<file path="config.mk">
export PLATFORM = sky130hd
export DESIGN_NAME = lwi_ctrl
export DESIGN_NICKNAME = d
export VERILOG_FILES = /design/src/rtl/lwi_pkg.sv /design/src/rtl/lwi_ctrl.sv
export SDC_FILE = /design/constraint.sdc
export NUM_CORES = 1
export LEC_CHECK = 0
export BUFFER_PORTS_ARGS = -buffer_cell sky130_fd_sc_hd__buf_2
export CAP_MARGIN = 15
export CELL_PAD_IN_SITES_DETAIL_PLACEMENT = 1
export CELL_PAD_IN_SITES_GLOBAL_PLACEMENT = 2
export CORE_ASPECT_RATIO = 0.9
export CORE_MARGIN = 4
export CORE_UTILIZATION = 27
export DETAILED_ROUTE_END_ITERATION = 8
export HOLD_SLACK_MARGIN = 0.05
export MAX_ROUTING_LAYER = met4
export PLACE_DENSITY = 0.83
export RECOVER_POWER = 25
export SLEW_MARGIN = 20
export SYNTH_ARGS = -nofsm -noshare
export SYNTH_HDL_FRONTEND = slang
export SYNTH_SLANG_ARGS = --single-unit
export TNS_END_PERCENT = 50
</file>
<file path="constraint.sdc">
create_clock -name clk -period 1.76 [get_ports clk]
set_input_delay 0.176 -clock clk [delete_from_list [all_inputs] [get_ports clk]]
set_output_delay 0.176 -clock clk [all_outputs]
set_load 0.02 [all_outputs]
</file>
<file path="src/rtl/lwi_pkg.sv">
// shared constants and types of the linear image warp unit
package lwi_pkg;

    localparam int DEF_MAX_WIDTH = 512;
    localparam int DEF_MAX_HEIGHT = 512;
    localparam int DIST_FLOOR = 656;

    localparam int COEF_W = 20;
    localparam int SIZE_W = 10;
    localparam int CFG_IDX_W = 3;
    localparam int DIST_W = 19;
    localparam int RECIP_W = 23;
    localparam int WEIGHT_W = 24;
    localparam int SUM_W = 26;
    localparam int ACC_W = 34;
    localparam int DIVD_W = 40;
    localparam int DIVS_W = 28;

    localparam logic CMD_LOAD = 1'b0;
    localparam logic CMD_WARP = 1'b1;

    localparam logic [CFG_IDX_W-1:0] CFG_COEF_RR = 3'd0;
    localparam logic [CFG_IDX_W-1:0] CFG_COEF_RC = 3'd1;
    localparam logic [CFG_IDX_W-1:0] CFG_COEF_CR = 3'd2;
    localparam logic [CFG_IDX_W-1:0] CFG_COEF_CC = 3'd3;
    localparam logic [CFG_IDX_W-1:0] CFG_WIDTH = 3'd4;
    localparam logic [CFG_IDX_W-1:0] CFG_HEIGHT = 3'd5;

    localparam logic [3:0] OP_NONE = 4'd0;
    localparam logic [3:0] OP_MUL = 4'd1;
    localparam logic [3:0] OP_BOUND = 4'd2;
    localparam logic [3:0] OP_DIST = 4'd3;
    localparam logic [3:0] OP_DSTART = 4'd4;
    localparam logic [3:0] OP_DSAVE = 4'd5;
    localparam logic [3:0] OP_WEIGHT = 4'd6;
    localparam logic [3:0] OP_READ = 4'd7;
    localparam logic [3:0] OP_ACC = 4'd8;
    localparam logic [3:0] OP_FSTART = 4'd9;
    localparam logic [3:0] OP_RESULT = 4'd10;

    localparam logic [2:0] IDX_NEAREST = 3'd4;
    localparam logic [2:0] IDX_LAST = 3'd3;

    typedef struct packed {
        logic [3:0] op;
        logic [2:0] idx;
    } lwi_cmd_t;

    typedef struct packed {
        logic oob;
        logic sum_zero;
        logic div_done;
        logic out_free;
    } lwi_status_t;

endpackage

</file>
<file path="src/rtl/lwi_ctrl.sv">
// controller state machine sequencing the warp steps
module lwi_ctrl (
    input  logic                 clk,
    input  logic                 rst_n,
    input  logic                 in_valid,
    input  logic                 command,
    output logic                 in_ready,
    output logic                 load_en,
    output logic                 capture,
    output lwi_pkg::lwi_cmd_t    cmd,
    input  lwi_pkg::lwi_status_t status
);
    import lwi_pkg::*;

    localparam logic [3:0] S_IDLE = 4'd0;
    localparam logic [3:0] S_MUL = 4'd1;
    localparam logic [3:0] S_BOUND = 4'd2;
    localparam logic [3:0] S_DIST = 4'd3;
    localparam logic [3:0] S_DSTART = 4'd4;
    localparam logic [3:0] S_DWAIT = 4'd5;
    localparam logic [3:0] S_DSAVE = 4'd6;
    localparam logic [3:0] S_WEIGHT = 4'd7;
    localparam logic [3:0] S_READ = 4'd8;
    localparam logic [3:0] S_ACC = 4'd9;
    localparam logic [3:0] S_FSTART = 4'd10;
    localparam logic [3:0] S_FWAIT = 4'd11;
    localparam logic [3:0] S_RESULT = 4'd12;

    logic [3:0] state_reg, state_next;
    logic [2:0] k_reg, k_next;
    logic accept;

    assign in_ready = (state_reg == S_IDLE);
    assign accept = in_valid && in_ready;
    assign load_en = accept && (command == CMD_LOAD);
    assign capture = accept;

    always_comb
    begin
        state_next = state_reg;
        k_next = k_reg;
        cmd.op = OP_NONE;
        cmd.idx = k_reg;
        unique case (state_reg)
            S_IDLE:
            begin
                k_next = '0;
                if (accept && (command == CMD_WARP))
                    state_next = S_MUL;
            end
            S_MUL:
            begin
                cmd.op = OP_MUL;
                k_next = k_reg + 1'b1;
                if (k_reg == IDX_LAST)
                    state_next = S_BOUND;
            end
            S_BOUND:
            begin
                cmd.op = OP_BOUND;
                k_next = '0;
                state_next = S_DIST;
            end
            S_DIST:
            begin
                cmd.op = OP_DIST;
                state_next = status.oob ? S_RESULT : S_DSTART;
            end
            S_DSTART:
            begin
                cmd.op = OP_DSTART;
                state_next = S_DWAIT;
            end
            S_DWAIT:
                if (status.div_done)
                    state_next = S_DSAVE;
            S_DSAVE:
            begin
                cmd.op = OP_DSAVE;
                k_next = k_reg + 1'b1;
                state_next = (k_reg == IDX_LAST) ? S_WEIGHT : S_DSTART;
            end
            S_WEIGHT:
            begin
                cmd.op = OP_WEIGHT;
                k_next = '0;
                state_next = S_READ;
            end
            S_READ:
            begin
                if (status.sum_zero)
                    cmd.idx = IDX_NEAREST;
                cmd.op = OP_READ;
                state_next = status.sum_zero ? S_RESULT : S_ACC;
            end
            S_ACC:
            begin
                cmd.op = OP_ACC;
                k_next = k_reg + 1'b1;
                state_next = (k_reg == IDX_LAST) ? S_FSTART : S_READ;
            end
            S_FSTART:
            begin
                cmd.op = OP_FSTART;
                state_next = S_FWAIT;
            end
            S_FWAIT:
                if (status.div_done)
                    state_next = S_RESULT;
            S_RESULT:
                if (status.out_free)
                begin
                    cmd.op = OP_RESULT;
                    state_next = S_IDLE;
                end
            default:
                state_next = S_IDLE;
        endcase
    end

    always_ff @(posedge clk or negedge rst_n)
    begin
        if (!rst_n)
        begin
            state_reg <= S_IDLE;
            k_reg <= '0;
        end
        else
        begin
            state_reg <= state_next;
            k_reg <= k_next;
        end
    end

endmodule

</file>
After elaboration in Yosys (flattened, before gate mapping) --
Index checks and enable logic that the tools add are counted.
Storage, ports and cells: bits in registers 7, bits of input ports 8, output and inout bits 10, word-level logic and storage cells 45
Operators by class: add/subtract/negate cells 1, equal/unequal tests 18, mux-type cells 15, bitwise gates (word level) 1, reductions and logical operators 8
Operator list (count):
- 4-bit case mux with 13 select lines | 1
- 4-bit case mux with 10 select lines | 1
- 4-bit 2-to-1 mux | 7
- 4-bit == test, second input constant | 5
- 4-bit by 3-bit == test with 1-bit output, second input constant | 4
- 3-bit 2-to-1 mux | 3
- 4-bit by 2-bit == test with 1-bit output, second input constant | 2
- 2-bit inequality test, second input constant | 4
- 3-bit case mux with 2 select lines | 1
- 3-bit OR reduction | 2
- 5-bit AND reduction | 1
- 4-bit by 1-bit == test with 1-bit output, second input constant | 1
- 4-bit zero test | 1
- 2-bit 2-to-1 mux | 2
- 3-bit by 1-bit adder with 3-bit output, second input constant | 1
- 3-bit by 2-bit == test with 1-bit output, second input constant | 1
- 1-bit logical AND | 3
- 2-bit by 1-bit inequality test with 1-bit output, second input constant | 1
- 2-bit nonzero test | 1
- 1-bit inverter | 1

Logic depth before layout (Yosys ltp) --
word-level depth 5, depth in mapped cells 6, mapped depth without buffers 6

Worst setup path before layout --
OpenSTA, ideal clock, no wires.
path kind flip-flop to output port, from register state_reg[1], to output port load_en, arrival 1.601 ns, data required time 1.584 ns, slack -0.017 ns, stages on the path, launching flop included 5, buffers on the path 1, path through dfrtp_1 > buf_6 > nor4_4 > and2_1 > nor2b_1
Between the ends: word-level cells in the longest chain between the ends 3
RTL lines:
- start: declaration | line lwi_ctrl.sv:29 | logic [3:0] state_reg, state_next;
- start signal: assignment | line lwi_ctrl.sv:130 | state_reg <= state_next;
- 4-bit zero test | line lwi_ctrl.sv:33 | assign in_ready = (state_reg == S_IDLE);
- net in_ready | line lwi_ctrl.sv:7 | output logic in_ready,
- 1-bit logical AND | line lwi_ctrl.sv:34 | assign accept = in_valid && in_ready;
- net capture | line lwi_ctrl.sv:9 | output logic capture,
- 1-bit logical AND | line lwi_ctrl.sv:35 | assign load_en = accept && (command == CMD_LOAD);
- end: declaration | line lwi_ctrl.sv:8 | output logic load_en,
The timed path passes the listed nets, and every way through them passes these cells.

Worst setup path in the final report --
from register state_reg[3], to output port load_en
Between the ends: word-level cells in the longest chain between the ends 3
RTL lines (line):
- 4-bit zero test | lwi_ctrl.sv:33
- 1-bit logical AND | lwi_ctrl.sv:34
- 1-bit logical AND | lwi_ctrl.sv:35
No other way between the ends.

==> metrics.txt <==
Final HPWL DP 1880 um; placed cell areas 936 um^2; skew final 4.80 ps; die height 58.6 um; synthesized instance count 94; share of cells above drive strength 1 44.2%; clock-pin slew on the worst setup and hold paths 60 ps; Final Non-Filler Cells 169; post-synthesis xor/xnor area fraction 1.14%; Fillers 363; Yosys top cell area share 22.8%; main combinational cell family by area after synthesis simple AND/OR/NAND/NOR gates; Synth Register Bits 7; Achievable Freq 583 MHz; final WL 2540 um; Req. time, crit path 1580 ps; Power Total 2.08 mW; post-synthesis mux area share 5.37%; root buf cell clkbuf_4; Initial Util 28.0%; Worst Hold End state_reg[0]; Synth cell types 33; worst hold slack 244 ps; Area Growth Syn to Fin 40.5%; ANT nets after route 0; final net count 140; Worst R2R Start k_reg[0]; worst hold path class in2reg; R2R Path End state_reg[2]; # H-tree levels 1; die area 3770 um^2; worst slack at placement 42.2 ps; top cells by area, synth dfrtp_1 23%, nor2b_1 7.3%, a21oi_1 4.6%; reg-to-reg setup timing slack 50 ps; Ys Warns 0; Max FO, Critical Path 5; cell taking the most area after synthesis dfrtp_1; CTS tree done; Worst Setup SP state_reg[3]; final hold viol count 0; crit path launch type flop; All-Layer GR Usage 15.0%; hold path startpoint status[2]; Overflow after GRT 0; Finished Core Util 39.3%; cts bufs inserted 3; final instance area 1080 um^2; peak supply drop 0.699 mV; Critical Path Sink Type output pin; adder and majority cell fraction of the synthesized area 3.25%; clk_lat worst skew 260 ps; Vias/cell 4.82; cell depth of the worst hold path 4; Post-Synthesis Cell Area 769 um^2; period utilisation layout 97.5%; status finished, final reports clean; routed vias 815; Post-Synth Simple-Gate Area 34.8%; core box area 2750 um^2; CP arrival 1540 ps; Power Dens Cells 1920 nW/um^2; max reg flops 4; global-route wire length before repair 4230 um; I/O pin count 18; register area 179 um^2; RSZ-0062 raised after global routing true; final setup fails 0; Worst R2R Path Depth 6; setup_tns 0 ps; initial antenna violation count 0; critical setup path kind reg2out; ant diodes 0; # DRC 0; Clock Sink Count 7; post-synthesis compound-gate area fraction 24.2%; Worst Setup Slack, final 43.5 ps; Slew HR 71.1%; placement row count 18; Final Wtd Congestion 0.829; Final Max Tran Viols 0; Worst Max-Slew Pin Slew 433 ps; largest net degree at the start of global routing 15; Initial DRT Pass Iterations 4; Mapped Nets 104; area of the multi-input gates 558 um^2; 1st-iter DRT viols 14; sequential area share after synthesis 22.8%; die width 64.3 um; Leak Pwr 0.495 nW; Routed WL per cell 15.0 um; minimum clock period 1720 ps; vias in the first global route 848; Max clock buf depth 2; placed instance count 155; max cap viols 0; number of port buffers 17; Synth Area per Inst 8.19 um^2
## layout make-up
class	instances	area share [%]
Clock buffer	4	2.43
Inverter	3	1.04
Multi-Input combinational cell	77	51.6
Sequential cell	7	16.6
Tap cell	40	4.63
Timing Repair Buffer	38	23.7
## cell usage after synthesis
master / instances
mux2_2: 1
dfrtp_1: 7
a22oi_1: 3
xnor2_1: 1
nor3b_4: 1
nor4bb_1: 1
o21ai_2: 1
inv_1: 3
o21ai_0: 6
ha_1: 2
a21oi_1: 7
o22ai_1: 1
nand3_1: 2
mux2_4: 2
o211ai_1: 1
buf_2: 4
and3b_1: 1
nand3b_1: 1
nand3_2: 1
o31ai_1: 1
a32oi_1: 2
a31oi_1: 2
buf_6: 3
nor4b_2: 1
nand2b_1: 4
and2_1: 4
nor2_1: 8
a21o_1: 1
nor4_4: 1
nand2_1: 8
o21ai_4: 1
o21ai_1: 3
nor2b_1: 9
## worst max-delay path by stage
stage	slack, ps	cells after the start	end
2_1_floorplan	60	6	state_reg[2]
3_3_place_gp	110	6	state_reg[3]
3_5_place_dp	40	6	state_reg[2]
4_1_cts	-0.5	4	load_en
5_1_grt	-20	6	cmd[6]
6_report	40	5	load_en
## placed cells by master (no fill, tap or decap), drive strengths merged
master	instances
dlygate4sd3	1
nand3b	1
ha	2
a32oi	2
nor4b	1
o22ai	1
inv	3
a22oi	3
a21o	1
nor4	1
o211ai	1
o21ai	11
mux2	3
a21oi	7
nand3	3
buf	36
xnor2	1
nand2	8
o31ai	1
nand2b	4
nor4bb	1
nor2b	9
nor2	8
dfrtp	7
a31oi	2
clkbuf	5
and2	4
and3b	1
nor3b	1
## critical path: stages (launching register included)
cell and delay, ps:
dfrtp_2 450, buf_6 140, nor4_4 250, and2_4 200, nor2b_4 130, buf_6 120
## logic make-up (layout without fill, tap and decap cells)
logic type	count (synthesis)	count (layout)
adders and majority gates	2	2
xor gates and xnor gates	1	1
and+or+nand+nor	42	42
buffers and inverters	10	45
AOI/OAI and AO/OA	29	29
DFF	7	7
muxes	3	3
## repair_timing
item                                   CTS  global route
gates cloned                             0             0
setup buffers                            2             7
setup endpoints to repair                6             9
hold buffers                             1             0
resized for setup                        5             9
endpoints found under the hold margin    7             0
pin swaps                                1             3
## power by group
group,switching [mW],internal [mW]
combinational,0.817,0.768
clock,0.0668,0.0870
sequential,0.102,0.234
total,0.986,1.09
## per-layer routing
layer	part of all wire (%)	wire length [um]	up-vias	track usage, %
li1	-	-	402	-
met1	50	1270	400	20.6
met2	47	1200	11	24.0
met3	1.8	46	2	0.763
met4	0.95	24	0	4.52
met5	0	0	-	-
(Power assumes the default switching activity.)
